**src/sv/kacl_pkg.sv**
```systemverilog
// Shared constants and types for the key afterglow LED colourer.
// Holds register defaults, register indexes, request codes and the divider interface.
// No dependencies.
`default_nettype none

package kacl_pkg;

	localparam int LED_COUNT_DEF = 47;

	localparam int CFG_W     = 16;
	localparam int CFG_IDX_W = 2;

	localparam logic [CFG_IDX_W-1:0] REG_GLOW_TOTAL = 2'd0;
	localparam logic [CFG_IDX_W-1:0] REG_GLOW_FULL  = 2'd1;
	localparam logic [CFG_IDX_W-1:0] REG_COLOR_STEP = 2'd2;

	localparam logic [CFG_W-1:0] GLOW_TOTAL_RST = 16'd1000;
	localparam logic [CFG_W-1:0] GLOW_FULL_RST  = 16'd500;
	localparam logic [CFG_W-1:0] COLOR_STEP_RST = 16'd100;

	localparam logic [1:0] MODE_RELEASE = 2'd0;
	localparam logic [1:0] MODE_FRAME   = 2'd1;
	localparam logic [1:0] MODE_RENDER  = 2'd2;

	// fade divider: numerator is the 16-bit fade offset times 128
	localparam int DIV_NUM_W = 23;
	localparam int DIV_DEN_W = 16;

	typedef struct packed {
		logic                 start;
		logic [DIV_NUM_W-1:0] num;
		logic [DIV_DEN_W-1:0] den;
	} div_req_t;

	typedef struct packed {
		logic                 done;
		logic [DIV_NUM_W-1:0] quo;
	} div_rsp_t;

endpackage

`default_nettype wire

```
**src/sv/kacl_ram.sv**
```systemverilog
// Generic single write port, single read port RAM with registered read data.
// No dependencies.
`default_nettype none

module kacl_ram #(
	parameter int WIDTH = 32,
	parameter int DEPTH = 47
) (
	input  wire logic                                   clk,
	input  wire logic                                   we,
	input  wire logic [(DEPTH > 1 ? $clog2(DEPTH) : 1)-1:0] waddr,
	input  wire logic [WIDTH-1:0]                       wdata,
	input  wire logic [(DEPTH > 1 ? $clog2(DEPTH) : 1)-1:0] raddr,
	output logic      [WIDTH-1:0]                       rdata
);

	logic [WIDTH-1:0] mem_q [DEPTH];

	always_ff @(posedge clk) begin
		if (we) begin
			mem_q[waddr] <= wdata;
		end
		rdata <= mem_q[raddr];
	end

endmodule

`default_nettype wire

```
**src/sv/kacl_div.sv**
```systemverilog
// Serial restoring divider for the afterglow fade, one quotient bit per cycle.
// Depends on kacl_pkg for the request and response structs.
`default_nettype none

module kacl_div (
	input  wire logic              clk,
	input  wire logic              arst_n,
	input  wire kacl_pkg::div_req_t req,
	output kacl_pkg::div_rsp_t      rsp
);

	localparam int NW  = kacl_pkg::DIV_NUM_W;
	localparam int DW  = kacl_pkg::DIV_DEN_W;
	localparam int CW  = $clog2(NW + 1);

	logic [NW-1:0] num_q;
	logic [DW-1:0] den_q;
	logic [DW-1:0] rem_q;
	logic [CW-1:0] cnt_q;
	logic          done_q;

	logic [DW:0]   trial;
	logic          ge;
	logic [DW:0]   diff;

	assign trial = {rem_q, num_q[NW-1]};
	assign ge    = trial >= {1'b0, den_q};
	assign diff  = trial - {1'b0, den_q};

	always_ff @(posedge clk or negedge arst_n) begin
		if (!arst_n) begin
			cnt_q  <= '0;
			done_q <= 1'b0;
		end else begin
			done_q <= 1'b0;
			if (req.start) begin
				cnt_q <= CW'(NW);
			end else if (cnt_q != '0) begin
				cnt_q <= cnt_q - CW'(1);
				if (cnt_q == CW'(1)) begin
					done_q <= 1'b1;
				end
			end
		end
	end

	always_ff @(posedge clk) begin
		if (req.start) begin
			num_q <= req.num;
			den_q <= req.den;
			rem_q <= '0;
		end else if (cnt_q != '0) begin
			// shift the quotient bit in where the numerator bit left
			rem_q <= ge ? diff[DW-1:0] : trial[DW-1:0];
			num_q <= {num_q[NW-2:0], ge};
		end
	end

	assign rsp.done = done_q;
	assign rsp.quo  = num_q;

endmodule

`default_nettype wire

```
**src/sv/key_afterglow_led_colorizer.sv**
```systemverilog
// Key afterglow LED colourer: how to use it.
// Input channel (in_valid / in_stall) carries one request: mode, led_num, layer,
// now_ms. A key release stamps that LED's glow start and is done in the cycle it is
// taken. A frame start tests whether the 31-bit hue seed is due to advance, advances
// it in ST_SEED_ADD if so, then sweeps every LED's glow start, one LED a cycle,
// retiring expired glows. A render returns one colour on the output channel
// (out_valid / out_stall): led_out, red, green, blue. It keeps the input stalled
// through its check and colour steps, and the colour is registered; a render that
// finds a fading glow runs the serial fade divider, one quotient bit a cycle, in a
// divide step between them. Requests that produce nothing (render off the board,
// unused mode) are done in the cycle they are taken.
// in_stall is high while a request is being worked on. The output register parts
// the two channels: a new request is taken while a colour still waits; a later
// colour holds in the final step until the waiting one is taken.
// The user writes configuration (cfg_wr_en, cfg_index, cfg_wdata) only while idle; the block does not enforce it.
// Reset: glows dead, seed one, last step time zero, registers at their defaults.
// The glow start store needs no clearing pass: a per-LED live bit guards it.
`default_nettype none

module key_afterglow_led_colorizer #(
	parameter int LED_COUNT = kacl_pkg::LED_COUNT_DEF
) (
	input  wire logic                           clk,
	input  wire logic                           arst_n,
	input  wire logic                           in_valid,
	output logic                                in_stall,
	input  wire logic [1:0]                     mode,
	input  wire logic [7:0]                     led_num,
	input  wire logic [1:0]                     layer,
	input  wire logic [31:0]                    now_ms,
	output logic                                out_valid,
	input  wire logic                           out_stall,
	output logic      [7:0]                     led_out,
	output logic      [7:0]                     red,
	output logic      [7:0]                     green,
	output logic      [7:0]                     blue,
	input  wire logic                           cfg_wr_en,
	input  wire logic [kacl_pkg::CFG_IDX_W-1:0] cfg_index,
	input  wire logic [kacl_pkg::CFG_W-1:0]     cfg_wdata
);

	localparam int IDX_W = LED_COUNT > 1 ? $clog2(LED_COUNT) : 1;
	localparam int CNT_W = $clog2(LED_COUNT + 1);

	localparam logic [30:0] SEED_MULT = 31'd1103515245;
	localparam logic [30:0] SEED_INC  = 31'd12345;
	localparam logic [31:0] HUE_MULT  = 32'd2654435761;

	localparam logic [1:0] LYR_HUE   = 2'd0;
	localparam logic [1:0] LYR_HOME  = 2'd1;
	localparam logic [1:0] LYR_NAV   = 2'd2;
	localparam logic [1:0] LYR_SOLID = 2'd3;

	typedef struct packed {
		logic [7:0] r;
		logic [7:0] g;
		logic [7:0] b;
	} rgb_t;

	typedef enum logic [2:0] {
		ST_IDLE,
		ST_SEED_MUL,
		ST_SEED_ADD,
		ST_SWEEP,
		ST_REN_CHK,
		ST_DIV,
		ST_COLOR
	} state_t;

	function automatic rgb_t base_rgb(logic [31:0] k, logic [7:0] idx, logic [1:0] lyr);
		rgb_t       c;
		logic [7:0] x;
		logic [7:0] m120;
		logic [7:0] m80;
		logic [7:0] m160;
		c = '0;
		x = k[7:0];
		m120 = x >= 8'd240 ? x - 8'd240 : (x >= 8'd120 ? x - 8'd120 : x);
		x = k[15:8];
		m80 = x >= 8'd240 ? x - 8'd240 :
			(x >= 8'd160 ? x - 8'd160 : (x >= 8'd80 ? x - 8'd80 : x));
		x = k[23:16];
		m160 = x >= 8'd160 ? x - 8'd160 : x;
		case (lyr)
			LYR_HUE: begin
				c.r = (8'd161 - m120) >> 1;
				c.g = m80 >> 1;
				c.b = (8'd246 - m160) >> 1;
			end
			LYR_HOME: begin
				if ((idx >= 8'd1 && idx <= 8'd10) || (idx >= 8'd13 && idx <= 8'd22)) begin
					c.r = 8'd255;
					c.g = 8'd255;
				end
			end
			LYR_NAV: begin
				if (idx == 8'd0 || idx == 8'd11 || (idx >= 8'd18 && idx <= 8'd21) ||
				    idx == 8'd27 || idx == 8'd37 || idx == 8'd42 || idx == 8'd43) begin
					c.g = 8'd255;
				end
			end
			LYR_SOLID: begin
				c.r = 8'd255;
			end
			default: begin
				c = '0;
			end
		endcase
		return c;
	endfunction

	state_t                      state_q;
	logic [kacl_pkg::CFG_W-1:0]  total_q;
	logic [kacl_pkg::CFG_W-1:0]  full_q;
	logic [kacl_pkg::CFG_W-1:0]  step_q;
	logic [LED_COUNT-1:0]        live_q;
	logic [30:0]                 seed_q;
	logic [31:0]                 last_q;
	logic [30:0]                 prod_s1;
	logic [31:0]                 kmul_s1;
	logic [7:0]                  led_q;
	logic [1:0]                  layer_q;
	logic [31:0]                 now_q;
	logic [CNT_W-1:0]            cnt_q;
	logic                        chk_vld_s1;
	logic [IDX_W-1:0]            chk_idx_s1;
	logic                        white_use_q;
	logic [7:0]                  white_q;
	logic                        out_valid_q;
	logic [7:0]                  led_out_q;
	rgb_t                        rgb_q;

	logic                        in_acc;
	logic                        in_on_board;
	logic                        rel_wr;
	logic [IDX_W-1:0]            ram_raddr;
	logic [31:0]                 ram_rdata;
	logic [31:0]                 elapsed;
	logic [31:0]                 sweep_elapsed;
	logic                        ren_live;
	logic                        ren_expired;
	logic                        ren_fading;
	logic [kacl_pkg::CFG_W-1:0]  fade_off;
	logic                        sweep_issue;
	logic                        out_busy;
	logic                        out_load;
	rgb_t                        base_c;
	kacl_pkg::div_req_t          div_req;
	kacl_pkg::div_rsp_t          div_rsp;

	assign in_stall    = state_q != ST_IDLE;
	assign in_acc      = in_valid && !in_stall;
	assign in_on_board = led_num < 8'(LED_COUNT);
	assign rel_wr      = in_acc && mode == kacl_pkg::MODE_RELEASE && in_on_board;
	assign sweep_issue = state_q == ST_SWEEP && cnt_q < CNT_W'(LED_COUNT);
	assign ram_raddr   = state_q == ST_SWEEP ? cnt_q[IDX_W-1:0] : led_num[IDX_W-1:0];

	kacl_ram #(
		.WIDTH(32),
		.DEPTH(LED_COUNT)
	) u_start_ram (
		.clk  (clk),
		.we   (rel_wr),
		.waddr(led_num[IDX_W-1:0]),
		.wdata(now_ms),
		.raddr(ram_raddr),
		.rdata(ram_rdata)
	);

	// render decision, read data is the glow start of led_q
	assign elapsed     = now_q - ram_rdata;
	assign ren_live    = live_q[led_q[IDX_W-1:0]];
	assign ren_expired = elapsed >= {16'd0, total_q};
	assign ren_fading  = elapsed >= {16'd0, full_q};
	assign fade_off    = elapsed[kacl_pkg::CFG_W-1:0] - full_q;

	assign div_req.start = state_q == ST_REN_CHK && ren_live && !ren_expired && ren_fading;
	assign div_req.num   = {fade_off, 7'd0};
	assign div_req.den   = total_q - full_q;

	kacl_div u_div (
		.clk   (clk),
		.arst_n(arst_n),
		.req   (div_req),
		.rsp   (div_rsp)
	);

	assign sweep_elapsed = now_q - ram_rdata;
	assign base_c        = base_rgb(32'(seed_q) + kmul_s1, led_q, layer_q);
	assign out_busy      = out_valid_q && out_stall;
	assign out_load      = state_q == ST_COLOR && !out_busy;

	always_ff @(posedge clk or negedge arst_n) begin
		if (!arst_n) begin
			total_q <= kacl_pkg::GLOW_TOTAL_RST;
			full_q  <= kacl_pkg::GLOW_FULL_RST;
			step_q  <= kacl_pkg::COLOR_STEP_RST;
		end else if (cfg_wr_en) begin
			case (cfg_index)
				kacl_pkg::REG_GLOW_TOTAL: total_q <= cfg_wdata;
				kacl_pkg::REG_GLOW_FULL:  full_q  <= cfg_wdata;
				kacl_pkg::REG_COLOR_STEP: step_q  <= cfg_wdata;
				default: begin
				end
			endcase
		end
	end

	always_ff @(posedge clk or negedge arst_n) begin
		if (!arst_n) begin
			state_q     <= ST_IDLE;
			live_q      <= '0;
			seed_q      <= 31'd1;
			last_q      <= '0;
			prod_s1     <= '0;
			kmul_s1     <= '0;
			led_q       <= '0;
			layer_q     <= '0;
			now_q       <= '0;
			cnt_q       <= '0;
			chk_vld_s1  <= 1'b0;
			chk_idx_s1  <= '0;
			white_use_q <= 1'b0;
			white_q     <= '0;
			out_valid_q <= 1'b0;
			led_out_q   <= '0;
			rgb_q       <= '0;
		end else begin
			if (out_load) begin
				out_valid_q <= 1'b1;
			end else if (out_valid_q && !out_stall) begin
				out_valid_q <= 1'b0;
			end
			case (state_q)
				ST_IDLE: begin
					if (in_acc) begin
						led_q   <= led_num;
						layer_q <= layer;
						now_q   <= now_ms;
						case (mode)
							kacl_pkg::MODE_RELEASE: begin
								if (in_on_board) begin
									live_q[led_num[IDX_W-1:0]] <= 1'b1;
								end
							end
							kacl_pkg::MODE_FRAME: begin
								state_q <= ST_SEED_MUL;
							end
							kacl_pkg::MODE_RENDER: begin
								if (in_on_board) begin
									state_q <= ST_REN_CHK;
								end
							end
							default: begin
							end
						endcase
					end
				end
				ST_SEED_MUL: begin
					cnt_q <= '0;
					if (layer_q == LYR_HUE && (now_q - last_q) > {16'd0, step_q}) begin
						prod_s1 <= seed_q * SEED_MULT;
						last_q  <= now_q;
						state_q <= ST_SEED_ADD;
					end else begin
						state_q <= ST_SWEEP;
					end
				end
				ST_SEED_ADD: begin
					seed_q  <= prod_s1 + SEED_INC;
					state_q <= ST_SWEEP;
				end
				ST_SWEEP: begin
					// read one glow start a cycle, check it the cycle after
					if (chk_vld_s1 && live_q[chk_idx_s1] &&
					    sweep_elapsed >= {16'd0, total_q}) begin
						live_q[chk_idx_s1] <= 1'b0;
					end
					chk_vld_s1 <= sweep_issue;
					chk_idx_s1 <= cnt_q[IDX_W-1:0];
					if (sweep_issue) begin
						cnt_q <= cnt_q + CNT_W'(1);
					end else begin
						state_q <= ST_IDLE;
					end
				end
				ST_REN_CHK: begin
					kmul_s1 <= 32'(led_q) * HUE_MULT;
					white_q <= 8'd255;
					if (!ren_live) begin
						white_use_q <= 1'b0;
						state_q     <= ST_COLOR;
					end else if (ren_expired) begin
						live_q[led_q[IDX_W-1:0]] <= 1'b0;
						white_use_q <= 1'b0;
						state_q     <= ST_COLOR;
					end else if (!ren_fading) begin
						white_use_q <= 1'b1;
						state_q     <= ST_COLOR;
					end else begin
						white_use_q <= 1'b1;
						state_q     <= ST_DIV;
					end
				end
				ST_DIV: begin
					if (div_rsp.done) begin
						white_q <= 8'd255 - div_rsp.quo[7:0];
						state_q <= ST_COLOR;
					end
				end
				ST_COLOR: begin
					// hold until the waiting colour is taken
					if (out_load) begin
						led_out_q   <= led_q;
						rgb_q       <= white_use_q ? rgb_t'{white_q, white_q, white_q} : base_c;
						state_q     <= ST_IDLE;
					end
				end
				default: begin
					state_q <= ST_IDLE;
				end
			endcase
		end
	end

	assign out_valid = out_valid_q;
	assign led_out   = led_out_q;
	assign red       = rgb_q.r;
	assign green     = rgb_q.g;
	assign blue      = rgb_q.b;

`ifndef SYNTHESIS
	a_div_done_in_div: assert property (@(posedge clk) disable iff (!arst_n)
		div_rsp.done |-> state_q == ST_DIV)
		else $error("fade divider finished outside the divide step");

	a_out_from_color: assert property (@(posedge clk) disable iff (!arst_n)
		$rose(out_valid_q) |-> $past(state_q == ST_COLOR))
		else $error("colour presented without a colour step");

	a_sweep_ends: assert property (@(posedge clk) disable iff (!arst_n)
		state_q == ST_SWEEP && !sweep_issue |=> state_q == ST_IDLE)
		else $error("glow sweep did not return to idle");

	a_render_enters_chk: assert property (@(posedge clk) disable iff (!arst_n)
		in_acc && mode == kacl_pkg::MODE_RENDER && in_on_board |=> state_q == ST_REN_CHK)
		else $error("render request not checked");
`endif

endmodule

`default_nettype wire

```
**config.mk**
```make
export PLATFORM = sky130hd
export DESIGN_NAME = key_afterglow_led_colorizer
export DESIGN_NICKNAME = d
export VERILOG_FILES = /design/src/sv/kacl_pkg.sv /design/src/sv/kacl_ram.sv /design/src/sv/kacl_div.sv /design/src/sv/key_afterglow_led_colorizer.sv
export SDC_FILE = /design/constraint.sdc
export NUM_CORES = 2
export LEC_CHECK = 0
export ABC_CLOCK_PERIOD_IN_PS = 7900
export BUFFER_PORTS_ARGS = -buffer_cell sky130_fd_sc_hd__clkbuf_2
export CAP_MARGIN = 20
export CORE_MARGIN = 2
export CORE_UTILIZATION = 35
export CTS_BUF_LIST = sky130_fd_sc_hd__clkbuf_2 sky130_fd_sc_hd__clkbuf_4 sky130_fd_sc_hd__clkbuf_8
export DETAILED_ROUTE_END_ITERATION = 10
export PLACE_DENSITY = 0.57
export SYNTH_ARGS = -nofsm -noshare
export SYNTH_HDL_FRONTEND = slang
export SYNTH_HIERARCHICAL = 1
export SYNTH_SLANG_ARGS = --single-unit
```
**constraint.sdc**
```tcl
create_clock -name clk -period 7.9 [get_ports clk]
set_input_delay 0.79 -clock clk [delete_from_list [all_inputs] [get_ports clk]]
set_output_delay 0.79 -clock clk [all_outputs]
set_load 0.01 [all_outputs]
```
==> Word-level counts from Yosys, hierarchy flattened <==
Memories as Yosys holds them, arrays and structs flattened. A register that Yosys moved wholly into a read port is not among the register bits.
Index checks and enable logic that the tools add are counted.
{ "classes": {"n_addsub": 18, "mul": 2, "order_cmp": 24, "n_eq_ne": 31, "n_mux": 59, "bitwise": 5, "reduce_logical": 52} }
{ "op_table": {"columns": ["operator", "count"], "rows": [
  ["47-bit 2-to-1 mux", 6],
  ["47-bit one-hot mux with 3 select lines", 1],
  ["47-bit AND", 2],
  ["47-bit NOT", 2],
  ["32-bit by 16-bit >= comparator with 1-bit output", 2],
  ["8-bit 2-to-1 mux", 8],
  ["32-bit subtractor", 2],
  ["8-bit one-hot mux with 3 select lines", 2],
  ["16-bit subtractor", 3],
  ["47-bit OR", 1],
  ["23-bit 2-to-1 mux", 2],
  ["8-bit >= comparator, second input constant", 4],
  ["32-bit by 16-bit > comparator with 1-bit output", 1],
  ["8-bit by 32-bit multiplier with 24-bit output, second input constant", 1],
  ["16-bit 2-to-1 mux", 2],
  ["8-bit subtractor, second input constant", 4],
  ["31-bit by 14-bit adder with 31-bit output, second input constant", 1],
  ["31-bit by 31-bit multiplier with 31-bit output, second input constant", 1],
  ["24-bit adder", 1],
  ["8-bit by 6-bit == test with 1-bit output, second input constant", 3],
  ["24-bit 2-to-1 mux", 1],
  ["8-bit subtractor, first input constant", 3],
  ["6-bit by 7-bit < comparator with 1-bit output, second input constant", 3],
  ["3-bit one-hot mux with 7 select lines", 1],
  ["other kinds (48)", 134]
]} }
{ "totals": {"regBits": 374, "mem_bits_rw": 1504, "inputBits": 67, "out_inout_bits": 34, "elab_cells": 220, "memories": 1} }
{ "mem_list": {"columns": ["name", "depth", "width", "rd", "rd_clocked_by_memory_dff", "write_ports", "line", "rtl"], "rows": [
  ["u_start_ram.mem_q", 47, 32, 1, 1, 1, "kacl_ram.sv:17", "logic [WIDTH-1:0] mem_q [DEPTH];"]
]} }

==> Depth between registers and ports, before layout <==
{ "logic_depth": {"depth_word": 10, "depth_mapped": 26, "ltp_nobuf": 25} }

==> Cells and area by module <==
The synthesis kept the hierarchy.
{ "by_module_without_submodules": {"columns": ["module", "n_inst", "cells_each", "area_per_inst_um2", "seq_area_each_um2"], "rows": [
  ["kacl_ram", 1, 2874, 58821.4, 45803.9],
  ["key_afterglow_led_colorizer", 1, 3299, 29555.8, 7502.2],
  ["kacl_div", 1, 330, 3505.9, 1641.6]
]} }

==> Least setup slack after synthesis <==
No wires, ideal clock.
{ "synth_timing": {"kind": "register to register", "startpoint": "register now_q[1]", "endpoint": "register u_div.num_q[0], enable pin", "setup_ns": 0.383, "arrival_ns": 6.582, "t_required_ns": 7.517, "slack_ns": 0.935, "stages_incl_launch_ff": 22, "n_path_buf": 1, "synth_period_minus_slack_ns": 6.965, "cell_sequence": "dfrtp_1 -> ha_1 -> nor2b_1 -> o2111ai_1 -> nand4_1 -> a41oi_2 -> o21bai_1 -> xor2_1 -> ha_1 -> a21o_1 -> a21oi_1 -> nor2b_1 -> nor4bb_1 -> nand4_1 -> nor4b_1 -> and3_1 -> nand4b_1 -> nor4bb_1 -> nand4_1 -> nor4bb_1 -> clkbuf_1 -> nand2b_1"} }
{ "synth_lines": {"columns": ["element", "line", "rtl"], "rows": [
  ["start, declared", "key_afterglow_led_colorizer.sv:123", "logic [31:0] now_q;"],
  ["start signal, assigned", "key_afterglow_led_colorizer.sv:239", "now_q <= now_ms;"],
  ["end signal, assigned", "kacl_div.sv:49", "num_q <= req.num;"],
  ["end signal, assigned", "kacl_div.sv:55", "num_q <= {num_q[NW-2:0], ge};"],
  ["end, declared", "kacl_div.sv:16", "logic [NW-1:0] num_q;"]
]} }

==> Final worst setup path <==
{ "layout_timing": {"startpoint": "register seed_q[6]", "endpoint": "register prod_s1[22]"} }
{ "layout_between": {"elab_chain_cells": 1} }
{ "layout_lines": {"columns": ["element", "line", "rtl"], "rows": [
  ["start, declared", "key_afterglow_led_colorizer.sv:117", "logic [30:0] seed_q;"],
  ["start signal, assigned", "key_afterglow_led_colorizer.sv:270", "seed_q <= prod_s1 + SEED_INC;"],
  ["31-bit by 31-bit multiplier with 31-bit output", "key_afterglow_led_colorizer.sv:262", "prod_s1 <= seed_q * SEED_MULT;"],
  ["end signal, assigned", "key_afterglow_led_colorizer.sv:262", null],
  ["end, declared", "key_afterglow_led_colorizer.sv:119", "logic [30:0] prod_s1;"]
]} }
No other way between the ends.
A chain may end at the register's enable or synchronous reset.

==> impl_results.md <==
- Synth top area share: 50.4%
- Rel. slew slack: 23.9%
- Fin. max-slew vios: 0
- Most common cell after layout, fill and taps aside: edfxtp_1
- Post-Syn Instances: 6503
- Clock root buffer: clkbuf_8
- Cell variety after synth: 102
- CP Max Fanout: 7
- Mapped Area: 91900 um2
- Critical Path Slowest Stage Cell: a2111oi_0
- Worst Setup Start Kind: flip-flop
- HPWL after detailed placement: 169000 um
- Most area-consuming cells after synthesis: edfxtp_1 50%, dfrtp_1 7.9%, mux4_2 5.4%
- Via count: 57300
- Sequential element share of the synthesized area: 59.8%
- MaxCap Viol Count: 0
- WP buf/inv: 4
- # rows: 188
- Period Utilization, post-route: 84.5%
- H-tree depth: 5
- Max stage delay on crit path: 0.73 ns
- Total wire length: 264000 um
- Antenna violations before repair: 24
- Synth async-reset ratio: 16.1%
- CTS tree: yes
- Largest net degree at the start of global routing: 101
- ANT nets after route: 0
- Critical Path RT: 8.80 ns
- Tmin final: 6.68 ns
- Final hold violations: 0
- Yosys top cell by area: edfxtp_1
- Hold crit path type: in2reg
- Fmax: 0.150 GHz
- Drt initial violations: 5263
- Final setup violation count: 0
- Worst-Skew Late Latency: 1.08 ns
- # DRC: 0
- Maximum clock insertion buffer count: 4
- Die Y: 516 um
- PortBufs: 100
- DIE AREA: 267000 um2
- Layout cells sized above 1: 17.8%
- First-pass GRT wire length: 387000 um
- Sum Neg Setup Slack: 0 ns
- Cell Area, Placed: 96800 um2
- Die span in x: 516 um
- Reg2Reg Setup Slack: 1.22 ns
- Post-cts repair resize count: 0
- Seq cells post-synth: 1896
- Setup CP Type: reg2reg
- Ports: 101
- Area grow syn2layout: 13.0%
- Gr ovfl total: 0
- Critical-path cell list: ha_1, fa_1, fa_1, inv_1, fa_1, inv_1, fa_1, inv_1, fa_1, inv_1, fa_1, fa_1, ha_1, and3_1, and3_1, a2111oi_0, a21oi_1, xor2_1, mux2_1
- Syn_area_per_cell: 14.1 um2
- RSZ-0062 raised after global routing: no
- Sink Count: 1896
- Via density: 5.42
- Most frequent cells in the layout: 1543 x edfxtp_1, 449 x inv_1, 382 x clkbuf_8
- Critical Path AT: 7.58 ns
- Nets: 7362
- Total global routing track utilization: 19.5%
- Drt wl/cell: 25.0 um
- Most used cell along the critical path: fa_1
- Vias in the first global route: 57500
- Ys flop type: edfxtp_1
- Worst-path clk slew: 0.06 ns
- Delay-heaviest family, CP: adder cells
- Yosys warns: 6
- Initial core utilization: 35.1%
- Post-synth EDFFs: 1543
- Post-route cell area: 104000 um2
- Final Skew: 0.134 ns
- Num CTS Buffers: 339
- Status: finished, final reports clean
- Critical path endpoint category: flip-flop
- Measured slew at the worst slew-check pin: 1.14 ns
- GP Congestion: 0.906
- Core footprint: 262000 um2
- DRT Pass-1 Iters: 8
-- logic make-up (layout without fill, tap and decap cells) --
| kind of cell | count (synthesis) | in the layout | synth area share, % |
|---|---|---|---|
| flops | 1896 | 1896 | 59.8 |
| compound gates | 1289 | 1289 | 9.61 |
| simple gates | 1151 | 1151 | 6.11 |
| buf+inv | 753 | 1286 | 3.53 |
| mux | 730 | 730 | 11.2 |
| fa+ha+maj | 507 | 507 | 8.11 |
| xor+xnor | 176 | 176 | 1.68 |
| other cells | 1 | 18 | 0.00408 |
-- through the flow --
stage               worst slack, ns  util, %  hold slack [ns]  cells
floorplan                     0.935        -            0.450   6509
detailed placement             1.26     37.0            0.467   9944
finish                         1.22     39.6           0.0802  10600
CTS                            1.20     39.6         0.000183  10500
global placement               1.20     37.0            0.460   9943
global route                  0.958     39.6           0.0113  10600
-- metal layers --
| metal | vias up | global-route usage, % | share of wire (%) |
|---|---|---|---|
| li1 | 25400 | - | - |
| met1 | 29400 | 26.7 | 43 |
| met2 | 2016 | 32.1 | 48 |
| met3 | 437 | 3.09 | 6.5 |
| met4 | 2 | 5.41 | 2.4 |
| met5 | - | 0 | 0.0049 |
-- registers in the layout (all words and copies together), names as in the netlist, 23 cells and up --
register and flops:
kmul_s1 24, now_q 32, prod_s1 24, u_div/num_q 23, last_q 32, seed_q 24, u_start_ram/mem_q 1504, live_q 47
u_start_ram/rdata 32
-- cell usage after synthesis (32+ instances only) --
| master | instances |
|---|---|
| nand2_1 | 331 |
| nor4_1 | 32 |
| a221oi_1 | 84 |
| mux4_2 | 219 |
| mux2_2 | 131 |
| a211oi_1 | 67 |
| a31oi_1 | 53 |
| and3_1 | 33 |
| mux2i_1 | 343 |
| clkbuf_1 | 160 |
| a21o_1 | 65 |
| a21oi_1 | 234 |
| dfxtp_1 | 48 |
| buf_2 | 47 |
| ha_1 | 360 |
| inv_1 | 450 |
| xor2_1 | 58 |
| a22oi_1 | 78 |
| nor2_1 | 297 |
| o22ai_1 | 44 |
| o221ai_1 | 48 |
| o21ai_0 | 279 |
| xnor2_1 | 118 |
| nor2b_1 | 66 |
| nand3_1 | 94 |
| a211o_1 | 32 |
| edfxtp_1 | 1543 |
| nor3_1 | 63 |
| fa_1 | 147 |
| o211ai_1 | 43 |
| and2_1 | 49 |
| buf_1 | 34 |
| nand2b_1 | 37 |
| mux2_1 | 37 |
| dfrtp_1 | 289 |
-- repair_timing --
action | CTS | global route
endpoints found under the setup margin | 0 | 0
setup buffers | 0 | 0
hold buffers | 8 | 2
endpoints found under the hold margin | 79 | 7
-- path summary, 6_finish.rpt --
kind | startpoint | end | depth (start not counted)
max | seed_q[6]$_DFFE_PN0P_ | prod_s1[22]$_DFFE_PN0P_ | 19
max reg2reg | seed_q[6]$_DFFE_PN0P_ | prod_s1[22]$_DFFE_PN0P_ | 19
min reg2reg | blue[3]$_DFFE_PN0P_ | blue[3]$_DFFE_PN0P_ | 2
max in group asynchronous | arst_n | last_q[22]$_DFFE_PN0P_ | 3
min | now_ms[16] | u_start_ram/mem_q[43][16]$_DFFE_PP_ | 1
min in group asynchronous | arst_n | full_q[1]$_DFFE_PN0P_ | 2
-- final cells by class --
cell class / instances / area [um2]
Fill cell: 24300 / 158000
Sequential cell: 1896 / 54900
Multi-Input combinational cell: 3860 / 34200
Timing Repair Buffer: 237 / 1800
Tap cell: 3515 / 4400
Clock buffer: 491 / 6080
Antenna cell: 11 / 27.5
Inverter: 454 / 1710
Clock inverter: 104 / 678
Power is not shown: default switching activity piles up to over one toggle a cycle in this logic, so the estimate is an artifact.
